$ cat src/rtl/fmrc_pkg.sv
// Package for the first-match rule classifier: types, codes and defaults.
package fmrc_pkg;

  localparam int RULE_DEPTH_DEF        = 16;
  localparam int SERVICES_PER_RULE_DEF = 4;
  localparam int APPS_PER_RULE_DEF     = 4;

  typedef enum logic [1:0] {
    ACT_EVAL = 2'd0,
    ACT_HDR  = 2'd1,
    ACT_SVC  = 2'd2,
    ACT_APP  = 2'd3
  } act_t;

  localparam logic [1:0] ZONE_ANY   = 2'd3;
  localparam logic [1:0] VERD_ALLOW = 2'd0;
  localparam logic [1:0] VERD_DENY  = 2'd1;
  localparam logic [1:0] VERD_DROP  = 2'd2;

  typedef enum logic [1:0] {
    ST_IDLE = 2'd0,
    ST_SCAN = 2'd1,
    ST_HOLD = 2'd2
  } state_t;

  typedef struct packed {
    logic [1:0] from_zone;
    logic [1:0] to_zone;
    logic [1:0] verdict;
    logic [2:0] svc_count;
    logic [2:0] app_count;
  } hdr_t;

  typedef struct packed {
    logic [7:0]  proto;
    logic [15:0] port;
  } svc_t;

endpackage

$ cat src/rtl/fmrc_ram.sv
// Generic single-write, single-read RAM with registered read data.
module fmrc_ram #(
  parameter int WIDTH = 8,
  parameter int DEPTH = 16,
  localparam int AW = (DEPTH > 1) ? $clog2(DEPTH) : 1
) (
  input  logic             clk,
  input  logic             we,
  input  logic [AW-1:0]    waddr,
  input  logic [WIDTH-1:0] wdata,
  input  logic [AW-1:0]    raddr,
  output logic [WIDTH-1:0] rdata
);

  logic [WIDTH-1:0] mem [DEPTH];

  always_ff @(posedge clk) begin
    if (we) begin
      mem[waddr] <= wdata;
    end
    rdata <= mem[raddr];
  end

endmodule

$ cat src/rtl/first_match_rule_classifier_unit.sv
// Top level of the first-match rule classifier: rule tables, scan sequencer, result register.
//
// Write requests (header, service slot, application slot) are written to the tables when
// accepted. An evaluate request scans n rules, n being rule_count limited to RULE_DEPTH,
// over K slots each, K being the larger of SERVICES_PER_RULE and APPS_PER_RULE; a hit
// ends the scan early, after the rule that matched. The one compare unit takes one service
// slot and one application slot of the current rule per cycle from the slot RAMs. The
// block takes no request while an evaluation runs, but takes new requests while a result
// still waits at the output. rule_count is written through cfg_wr_en; the user must do
// so only while the block is idle, as the block itself does not enforce it.
module first_match_rule_classifier_unit #(
  parameter int RULE_DEPTH        = fmrc_pkg::RULE_DEPTH_DEF,
  parameter int SERVICES_PER_RULE = fmrc_pkg::SERVICES_PER_RULE_DEF,
  parameter int APPS_PER_RULE     = fmrc_pkg::APPS_PER_RULE_DEF
) (
  input  logic        clk,
  input  logic        rst_n,
  input  logic        cfg_wr_en,
  input  logic [4:0]  cfg_wr_data,
  input  logic        in_valid,
  output logic        in_stall,
  input  logic [1:0]  in_action,
  input  logic [3:0]  in_rule_slot,
  input  logic [1:0]  in_list_slot,
  input  logic [1:0]  in_from_zone,
  input  logic [1:0]  in_to_zone,
  input  logic [7:0]  in_protocol,
  input  logic [15:0] in_dest_port,
  input  logic [7:0]  in_app_id,
  input  logic [1:0]  in_rule_verdict,
  input  logic [2:0]  in_service_count,
  input  logic [2:0]  in_app_count,
  output logic        out_valid,
  input  logic        out_stall,
  output logic [1:0]  out_verdict,
  output logic [3:0]  out_matched_rule,
  output logic        out_no_match
);

  localparam int S      = SERVICES_PER_RULE;
  localparam int A      = APPS_PER_RULE;
  localparam int K      = (S > A) ? S : A;
  localparam int RW     = (RULE_DEPTH > 1) ? $clog2(RULE_DEPTH) : 1;
  localparam int NW     = $clog2(RULE_DEPTH + 1);
  localparam int KW     = (K > 1) ? $clog2(K) : 1;
  localparam int SDEPTH = RULE_DEPTH * S;
  localparam int ADEPTH = RULE_DEPTH * A;
  localparam int SAW    = (SDEPTH > 1) ? $clog2(SDEPTH) : 1;
  localparam int AAW    = (ADEPTH > 1) ? $clog2(ADEPTH) : 1;

  fmrc_pkg::state_t state_r, state_nxt;

  logic [4:0]    rule_count_r;
  logic [NW-1:0] scan_n;

  logic [1:0]  sess_from_r, sess_to_r;
  logic [7:0]  sess_proto_r;
  logic [15:0] sess_port_r;
  logic [7:0]  sess_app_r;

  logic          iss_active_r, iss_active_nxt;
  logic [RW-1:0] iss_rule_r, iss_rule_nxt;
  logic [KW-1:0] iss_slot_r, iss_slot_nxt;
  logic          d_valid_r, d_valid_nxt;
  logic [RW-1:0] d_rule_r;
  logic [KW-1:0] d_slot_r;
  logic          svc_acc_r, svc_acc_nxt;
  logic          app_acc_r, app_acc_nxt;

  logic [1:0] pend_verdict_r, pend_verdict_nxt;
  logic [3:0] pend_rule_r, pend_rule_nxt;
  logic       pend_nomatch_r, pend_nomatch_nxt;

  logic       out_valid_r, out_valid_nxt;
  logic [1:0] out_verdict_r;
  logic [3:0] out_rule_r;
  logic       out_nomatch_r;
  logic       out_load;

  logic in_acc;
  logic is_eval, hdr_we, svc_we, app_we;
  logic rs_ok;

  fmrc_pkg::hdr_t hdr_wdata, hdr_rd;
  fmrc_pkg::svc_t svc_wdata, svc_rd;
  logic [7:0]     app_rd;
  logic [1:0]     verd_sat;
  logic [2:0]     sc_sat, ac_sat;

  logic [SAW-1:0] svc_waddr, svc_raddr;
  logic [AAW-1:0] app_waddr, app_raddr;
  logic [31:0]    svc_rslot, app_rslot;

  logic iss_last_slot, iss_last_rule;
  logic d_last_slot, d_last_rule;
  logic zone_ok, svc_hit_k, app_hit_k, svc_any, app_any, rule_hit;
  logic fin;

  // Request decode
  assign in_stall = (state_r != fmrc_pkg::ST_IDLE);
  assign in_acc   = in_valid && !in_stall;
  assign rs_ok    = (32'(in_rule_slot) < RULE_DEPTH);

  always_comb begin
    is_eval = 1'b0;
    hdr_we  = 1'b0;
    svc_we  = 1'b0;
    app_we  = 1'b0;
    unique case (fmrc_pkg::act_t'(in_action))
      fmrc_pkg::ACT_EVAL: is_eval = in_acc;
      fmrc_pkg::ACT_HDR:  hdr_we  = in_acc && rs_ok;
      fmrc_pkg::ACT_SVC:  svc_we  = in_acc && rs_ok && (32'(in_list_slot) < S);
      fmrc_pkg::ACT_APP:  app_we  = in_acc && rs_ok && (32'(in_list_slot) < A);
      default: ;
    endcase
  end

  assign verd_sat = (in_rule_verdict > fmrc_pkg::VERD_DROP) ? fmrc_pkg::VERD_DROP
                                                             : in_rule_verdict;
  assign sc_sat   = (32'(in_service_count) > S) ? 3'(S) : in_service_count;
  assign ac_sat   = (32'(in_app_count) > A) ? 3'(A) : in_app_count;

  always_comb begin
    hdr_wdata.from_zone = in_from_zone;
    hdr_wdata.to_zone   = in_to_zone;
    hdr_wdata.verdict   = verd_sat;
    hdr_wdata.svc_count = sc_sat;
    hdr_wdata.app_count = ac_sat;
    svc_wdata.proto     = in_protocol;
    svc_wdata.port      = in_dest_port;
  end

  assign svc_waddr = SAW'(32'(in_rule_slot) * S + 32'(in_list_slot));
  assign app_waddr = AAW'(32'(in_rule_slot) * A + 32'(in_list_slot));

  // Read addresses follow the issue pointer
  assign svc_rslot = (32'(iss_slot_r) < S) ? 32'(iss_slot_r) : 32'd0;
  assign app_rslot = (32'(iss_slot_r) < A) ? 32'(iss_slot_r) : 32'd0;
  assign svc_raddr = SAW'(32'(iss_rule_r) * S + svc_rslot);
  assign app_raddr = AAW'(32'(iss_rule_r) * A + app_rslot);

  fmrc_ram #(.WIDTH($bits(fmrc_pkg::hdr_t)), .DEPTH(RULE_DEPTH)) u_hdr_ram (
    .clk   (clk),
    .we    (hdr_we),
    .waddr (RW'(in_rule_slot)),
    .wdata (hdr_wdata),
    .raddr (iss_rule_r),
    .rdata (hdr_rd)
  );

  fmrc_ram #(.WIDTH($bits(fmrc_pkg::svc_t)), .DEPTH(SDEPTH)) u_svc_ram (
    .clk   (clk),
    .we    (svc_we),
    .waddr (svc_waddr),
    .wdata (svc_wdata),
    .raddr (svc_raddr),
    .rdata (svc_rd)
  );

  fmrc_ram #(.WIDTH(8), .DEPTH(ADEPTH)) u_app_ram (
    .clk   (clk),
    .we    (app_we),
    .waddr (app_waddr),
    .wdata (in_app_id),
    .raddr (app_raddr),
    .rdata (app_rd)
  );

  // Scan length
  assign scan_n = (32'(rule_count_r) > RULE_DEPTH) ? NW'(RULE_DEPTH) : NW'(rule_count_r);

  assign iss_last_slot = (32'(iss_slot_r) == K - 1);
  assign iss_last_rule = ((NW'(iss_rule_r) + NW'(1)) == scan_n);
  assign d_last_slot   = (32'(d_slot_r) == K - 1);
  assign d_last_rule   = ((NW'(d_rule_r) + NW'(1)) == scan_n);

  // Shared compare unit: one service slot and one application slot per cycle
  assign zone_ok = ((hdr_rd.from_zone == fmrc_pkg::ZONE_ANY) ||
                    (hdr_rd.from_zone == sess_from_r)) &&
                   ((hdr_rd.to_zone == fmrc_pkg::ZONE_ANY) ||
                    (hdr_rd.to_zone == sess_to_r));

  assign svc_hit_k = (32'(d_slot_r) < S) && (32'(d_slot_r) < 32'(hdr_rd.svc_count)) &&
                     ((svc_rd.proto == 8'd0) || (svc_rd.proto == sess_proto_r)) &&
                     ((svc_rd.port == 16'd0) || (svc_rd.port == sess_port_r));
  assign app_hit_k = (32'(d_slot_r) < A) && (32'(d_slot_r) < 32'(hdr_rd.app_count)) &&
                     (app_rd == sess_app_r);

  assign svc_any = svc_hit_k || ((d_slot_r != '0) && svc_acc_r);
  assign app_any = app_hit_k || ((d_slot_r != '0) && app_acc_r);

  assign rule_hit = zone_ok &&
                    ((hdr_rd.svc_count == 3'd0) || svc_any) &&
                    ((hdr_rd.app_count == 3'd0) || (sess_app_r == 8'd0) || app_any);

  assign svc_acc_nxt = svc_any;
  assign app_acc_nxt = app_any;

  assign out_load = !out_valid_r || !out_stall;

  // Sequencer
  always_comb begin
    state_nxt        = state_r;
    iss_active_nxt   = iss_active_r;
    iss_rule_nxt     = iss_rule_r;
    iss_slot_nxt     = iss_slot_r;
    d_valid_nxt      = 1'b0;
    pend_verdict_nxt = pend_verdict_r;
    pend_rule_nxt    = pend_rule_r;
    pend_nomatch_nxt = pend_nomatch_r;
    out_valid_nxt    = out_valid_r && out_stall;
    fin              = 1'b0;
    unique case (state_r)
      fmrc_pkg::ST_IDLE: begin
        if (is_eval) begin
          state_nxt      = fmrc_pkg::ST_SCAN;
          iss_active_nxt = 1'b1;
          iss_rule_nxt   = '0;
          iss_slot_nxt   = '0;
        end
      end
      fmrc_pkg::ST_SCAN: begin
        if (scan_n == '0) begin
          fin              = 1'b1;
          pend_verdict_nxt = fmrc_pkg::VERD_DENY;
          pend_rule_nxt    = 4'd0;
          pend_nomatch_nxt = 1'b1;
        end else if (d_valid_r && d_last_slot && rule_hit) begin
          fin              = 1'b1;
          pend_verdict_nxt = hdr_rd.verdict;
          pend_rule_nxt    = 4'(d_rule_r);
          pend_nomatch_nxt = 1'b0;
        end else if (d_valid_r && d_last_slot && d_last_rule) begin
          fin              = 1'b1;
          pend_verdict_nxt = fmrc_pkg::VERD_DENY;
          pend_rule_nxt    = 4'd0;
          pend_nomatch_nxt = 1'b1;
        end
        if (fin) begin
          state_nxt      = fmrc_pkg::ST_HOLD;
          iss_active_nxt = 1'b0;
        end else if (iss_active_r) begin
          d_valid_nxt = 1'b1;
          if (iss_last_slot) begin
            iss_slot_nxt = '0;
            iss_rule_nxt = iss_rule_r + RW'(1);
            if (iss_last_rule) begin
              iss_active_nxt = 1'b0;
            end
          end else begin
            iss_slot_nxt = iss_slot_r + KW'(1);
          end
        end
      end
      fmrc_pkg::ST_HOLD: begin
        if (out_load) begin
          out_valid_nxt = 1'b1;
          state_nxt     = fmrc_pkg::ST_IDLE;
        end
      end
      default: state_nxt = fmrc_pkg::ST_IDLE;
    endcase
  end

  always_ff @(posedge clk) begin
    if (!rst_n) begin
      state_r      <= fmrc_pkg::ST_IDLE;
      rule_count_r <= 5'd0;
      iss_active_r <= 1'b0;
      d_valid_r    <= 1'b0;
      out_valid_r  <= 1'b0;
    end else begin
      state_r      <= state_nxt;
      iss_active_r <= iss_active_nxt;
      d_valid_r    <= d_valid_nxt;
      out_valid_r  <= out_valid_nxt;
      if (cfg_wr_en) begin
        rule_count_r <= cfg_wr_data;
      end
    end
  end

  always_ff @(posedge clk) begin
    iss_rule_r     <= iss_rule_nxt;
    iss_slot_r     <= iss_slot_nxt;
    d_rule_r       <= iss_rule_r;
    d_slot_r       <= iss_slot_r;
    svc_acc_r      <= svc_acc_nxt;
    app_acc_r      <= app_acc_nxt;
    pend_verdict_r <= pend_verdict_nxt;
    pend_rule_r    <= pend_rule_nxt;
    pend_nomatch_r <= pend_nomatch_nxt;
    if (is_eval) begin
      sess_from_r  <= in_from_zone;
      sess_to_r    <= in_to_zone;
      sess_proto_r <= in_protocol;
      sess_port_r  <= in_dest_port;
      sess_app_r   <= in_app_id;
    end
    if ((state_r == fmrc_pkg::ST_HOLD) && out_load) begin
      out_verdict_r <= pend_verdict_r;
      out_rule_r    <= pend_rule_r;
      out_nomatch_r <= pend_nomatch_r;
    end
  end

  assign out_valid        = out_valid_r;
  assign out_verdict      = out_verdict_r;
  assign out_matched_rule = out_rule_r;
  assign out_no_match     = out_nomatch_r;

  a_load_from_hold: assert property (@(posedge clk) disable iff (!rst_n)
    (out_valid_r && !$past(out_valid_r)) |-> ($past(state_r) == fmrc_pkg::ST_HOLD))
    else $error("result loaded outside hold state");

  a_nomatch_deny: assert property (@(posedge clk) disable iff (!rst_n)
    (out_valid_r && out_nomatch_r) |-> ((out_verdict_r == fmrc_pkg::VERD_DENY) &&
                                        (out_rule_r == 4'd0)))
    else $error("no-match result is not a default deny");

  a_issue_in_range: assert property (@(posedge clk) disable iff (!rst_n)
    (iss_active_r && (state_r == fmrc_pkg::ST_SCAN) && (scan_n != '0)) |->
      (NW'(iss_rule_r) < scan_n))
    else $error("scan issued beyond rule count");

  a_verdict_code: assert property (@(posedge clk) disable iff (!rst_n)
    out_valid_r |-> (out_verdict_r != 2'd3))
    else $error("invalid verdict code on output");

endmodule
$ cat config.mk
export PLATFORM = sky130hd
export DESIGN_NAME = first_match_rule_classifier_unit
export DESIGN_NICKNAME = d
export VERILOG_FILES = /design/src/rtl/fmrc_pkg.sv /design/src/rtl/fmrc_ram.sv /design/src/rtl/first_match_rule_classifier_unit.sv
export SDC_FILE = /design/constraint.sdc
export NUM_CORES = 2
export LEC_CHECK = 0
export ABC_AREA = 1
export BUFFER_PORTS_ARGS = -buffer_cell sky130_fd_sc_hd__buf_2
export CAP_MARGIN = 30
export CORE_ASPECT_RATIO = 1.25
export CORE_MARGIN = 1
export CORE_UTILIZATION = 45
export CTS_BUF_LIST = sky130_fd_sc_hd__clkbuf_8
export CTS_CLUSTER_DIAMETER = 120
export DETAILED_ROUTE_END_ITERATION = 12
export PLACE_DENSITY = 0.62
export SYNTH_ARGS = -nofsm -noshare
export SYNTH_HDL_FRONTEND = slang
export SYNTH_HIERARCHICAL = 1
export SYNTH_SLANG_ARGS = --single-unit
$ cat constraint.sdc
create_clock -name clk -period 4.8 [get_ports clk]
set_input_delay 0.72 -clock clk [delete_from_list [all_inputs] [get_ports clk]]
set_output_delay 0.72 -clock clk [all_outputs]
set_load 0.02 [all_outputs]
==> metrics.md <==
| Metric | Value |
|---|---|
| Crit Path Max Fanout | `9` |
| Core ar. | `212000 sq um` |
| Syn nets | `8309` |
| Worst R2R Start | `state_r[0]` |
| Port Buffers | `70` |
| Status | `finished clean` |
| Row count | `189` |
| Reg-to-reg endpoint | `u_app_ram/mem[2][6]` |
| Crit path capture type | `flop` |
| Drt pass-1 iters | `6` |
| Via count | `62875` |
| Synthesis-to-finish area growth | `10.2%` |
| Multi-input logic area | `22300 sq um` |
| Syn Area/Cell | `11.7 sq um` |
| Die Span Y | `519 um` |
| Cell taking the most area after synthesis | `edfxtp_1` |
| H-tree depth | `5` |
| Register area share after synthesis | `73.0%` |
| Slowest stage delay, CP | `0.88 ns` |
| Setup Skew | `0.0753 ns` |
| First-pass GRT wire length | `381000 um` |
| Via/cell ratio | `5.48` |
| Pre-CTS setup slack | `1.07 ns` |
| Lkg Pwr | `0.0393 uW` |
| Post-synthesis cell area | `96200 sq um` |
| Synthesized instance count | `8242` |
| Worst skew pair latency | `1.10 ns` |
| Crit path kind | `reg2reg` |
| Worst path bufs/invs | `2` |
| Routed len/inst | `22.4 um` |
| Fillcell total | `18541` |
| Layout cells sized above 1 | `9.34%` |
| R2R depth | `6` |
| # Post-CTS Setup Buffers | `0` |
| Crit path to | `u_app_ram/mem[2][6]` |
| Routed wl met2 | `126000 um` |
| Synthesized flop and latch total | `2358` |
| DRT met1 WL | `99800 um` |
| Worst slew margin | `27.6%` |
| Fin. max-slew vios | `0` |
| HPWL Detailed | `140000 um` |
| Register area | `70200 sq um` |
| Critical path's slowest cell | `nor2_1` |
| Top cell type's share of synthesized area | `71.7%` |
| Final hold violations | `0` |
| Final net count | `8491` |
| Worst hold path type | `in2reg` |
| Initial antenna violation count | `3` |
| Largest net degree at the start of global routing | `198` |
| Vias in the first global route | `61275` |
| Area contributors post-synth | `edfxtp_1 72%, nand2_1 11%, nand3_1 9.9%, dfxtp_1 1.3%, buf_2 1.2%` |
| Clock slew at reported path FFs | `0.06 ns` |
| Crit path depth | `6` |
| DRC | `0` |
| Final setup viols | `0` |
| Max IR drop VDD | `0.313 mV` |
| Setup WS post-layout | `1.41 ns` |
| Part of the cycle the worst path needs | `70.6%` |
| P per Cell Area | `383 nW/um^2` |
| CTS tree | `yes` |
| Maximum root-to-sink buffer count | `4` |
| RSZ-0062 raised after global routing | `false` |
| Tmin final | `3.39 ns` |
| CTS Hold Buffers Added | `18` |
| Yosys Warn Count | `6` |
| CP arrival | `4.06 ns` |
| Total GRT Usage | `23.5%` |
| CTS sink cnt | `2358` |
| Starting Density | `45.3%` |
| Starting DRT DRC Count | `6087` |
| Top Metal Used | `met4` |
| Io pins | `71` |
| Final WL | `257000 um` |
| R2R setup slack | `1.41 ns` |
| Root buf cell | `clkbuf_8` |
| Antenna Nets Post-Route | `0` |
| RD Place Congestion | `0.890` |
| Crit path max-delay family | `simple AND/OR/NAND/NOR gates` |
| Worst slew pin tran | `1.09 ns` |
| Setup crit start kind | `flop` |
| Metal3 WL | `17500 um` |
| GR Overflow Total | `0` |
| Setup TNS | `0 ns` |
| Die area | `216000 sq um` |
| CTS buffer count | `382` |
| WHS | `0.113 ns` |
| Critical path required time | `5.47 ns` |
| Die X | `416 um` |
| Crit. Startpoint | `state_r[0]` |
| Gates resized, CTS repair | `0` |
| Achievable Freq | `295 MHz` |
| Max cap viols | `0` |
| Synth cell types | `38` |
| Critical path cell sequence | `inv_1 > nand3_1 > nor3_1 > buf_4 > nand4_1 > nor2_1` |
## where the power goes
part           switching (uW)  total (uW)  internal (uW)
sequential               49.2       22700          22700
combinational            1800        2370            566
clock                    7660       15600           7910
## layout make-up
class	instances	share of cell area (%)
inverters	244	0.901
diodes	4	0.00944
well taps	2769	3.27
clock buffers	403	5.23
repair buffers	291	2.29
clock inverters	255	1.08
multi-input cells	5147	21.0
flip-flops and latches	2358	66.2
## cell usage after synthesis
cell type  instances
nand2_2            2
o21ai_0           14
buf_2            226
buf_6             86
buf_8              6
o21bai_1           1
ha_1               5
clkbuf_1          86
nand3_2            2
o21a_1             2
a41oi_1            1
a21boi_0           2
o22ai_1            1
xor2_1             8
o211ai_1           1
nand3b_1           2
xnor2_1           14
nor2_1           200
or2_2              1
or2_1              3
buf_1             42
inv_6              1
buf_4             47
a21oi_1           10
a21oi_4            1
clkinv_1           2
edfxtp_1        2296
dfxtp_1           62
inv_1            233
nand2_1         2928
nor3_1             6
a211oi_1           1
nand3_1         1903
inv_2              7
a22oi_1            1
nor4_1            19
nand4_1           19
inv_4              1
## cell families after synthesis
| logic type | synth area share, % |
|---|---|
| AO/OA/AOI/OAI | 0.220 |
| XOR/XNOR | 0.200 |
| adder cells (fa/ha/maj) | 0.0650 |
| buffers and inverters | 4.10 |
| flip-flops | 73.0 |
| AND/OR/NAND/NOR | 22.5 |
## routing by layer
metal / track usage [%] / up-vias
li1: - / 29052
met4: 12.5 / 0
met2: 39.0 / 2511
met5: 0 / -
met3: 3.84 / 523
met1: 29.5 / 30789
## sequential cells by signal, indices dropped and copies added, names as in the netlist, 12 cells and up
name / flops
u_app_ram/mem: 512
sess_port_r: 16
u_hdr_ram/rdata: 12
u_svc_ram/mem: 1536
u_svc_ram/rdata: 24
u_hdr_ram/mem: 192
## metrics by stage
| step | instance area, sq um | total power [uW] | cells | utilization [%] |
|---|---|---|---|---|
| finish | 106000 | 40600 | 11471 | 49.9 |
| global route | 106000 | 42000 | 11468 | 49.9 |
| CTS | 106000 | 41000 | 11460 | 49.9 |
| detailed placement | 99100 | 25500 | 10784 | 46.7 |
| global placement | 99000 | 25400 | 10781 | 46.6 |
| floorplan | 96200 | 24500 | 8242 | - |
## worst reg2reg max path: stages (launching register included)
cell and delay [ns]:
dfxtp_1 0.31, inv_1 0.09, nand3_1 0.20, nor3_1 0.45, buf_4 0.25, nand4_1 0.77, nor2_1 0.90
## layout by cell type, fill, tap and decap left out, types with 3 or more instances in the layout
cell           count
nand2_1         2928
edfxtp_1        2296
nand3_1         1903
clkbuf_8         403
inv_1            357
buf_4            175
nor2_1           139
clkinv_1          83
buf_2             70
dfxtp_1           62
nor2_2            61
clkinv_2          37
buf_12            25
nand4_1           19
dlygate4sd3_1     18
xnor2_1           14
o21ai_0           14
nor4_1            11
a21oi_1           10
xor2_1             8
nor4_2             8
inv_2              7
ha_1               5
diode_2            4
nor3_1             4
bufinv_16          4
or2_1              3
clkinvlp_4         3
inv_8              3
buf_16             3
## worst min-delay path by stage
stage,startpoint,end,slack [ns],cells after the start
after floorplan,pend_rule_r[0],out_matched_rule[0],0.40,0
after global placement,pend_rule_r[0],out_matched_rule[0],0.40,0
after detailed placement,pend_nomatch_r,out_no_match,0.41,0
after CTS,in_from_zone[0],u_hdr_ram/mem[8][10],0.005,1
after global routing,in_from_zone[1],sess_from_r[1],0.06,1
final,in_from_zone[1],u_hdr_ram/mem[8][11],0.11,1
No activity file was read; power rests on OpenSTA's default activity.
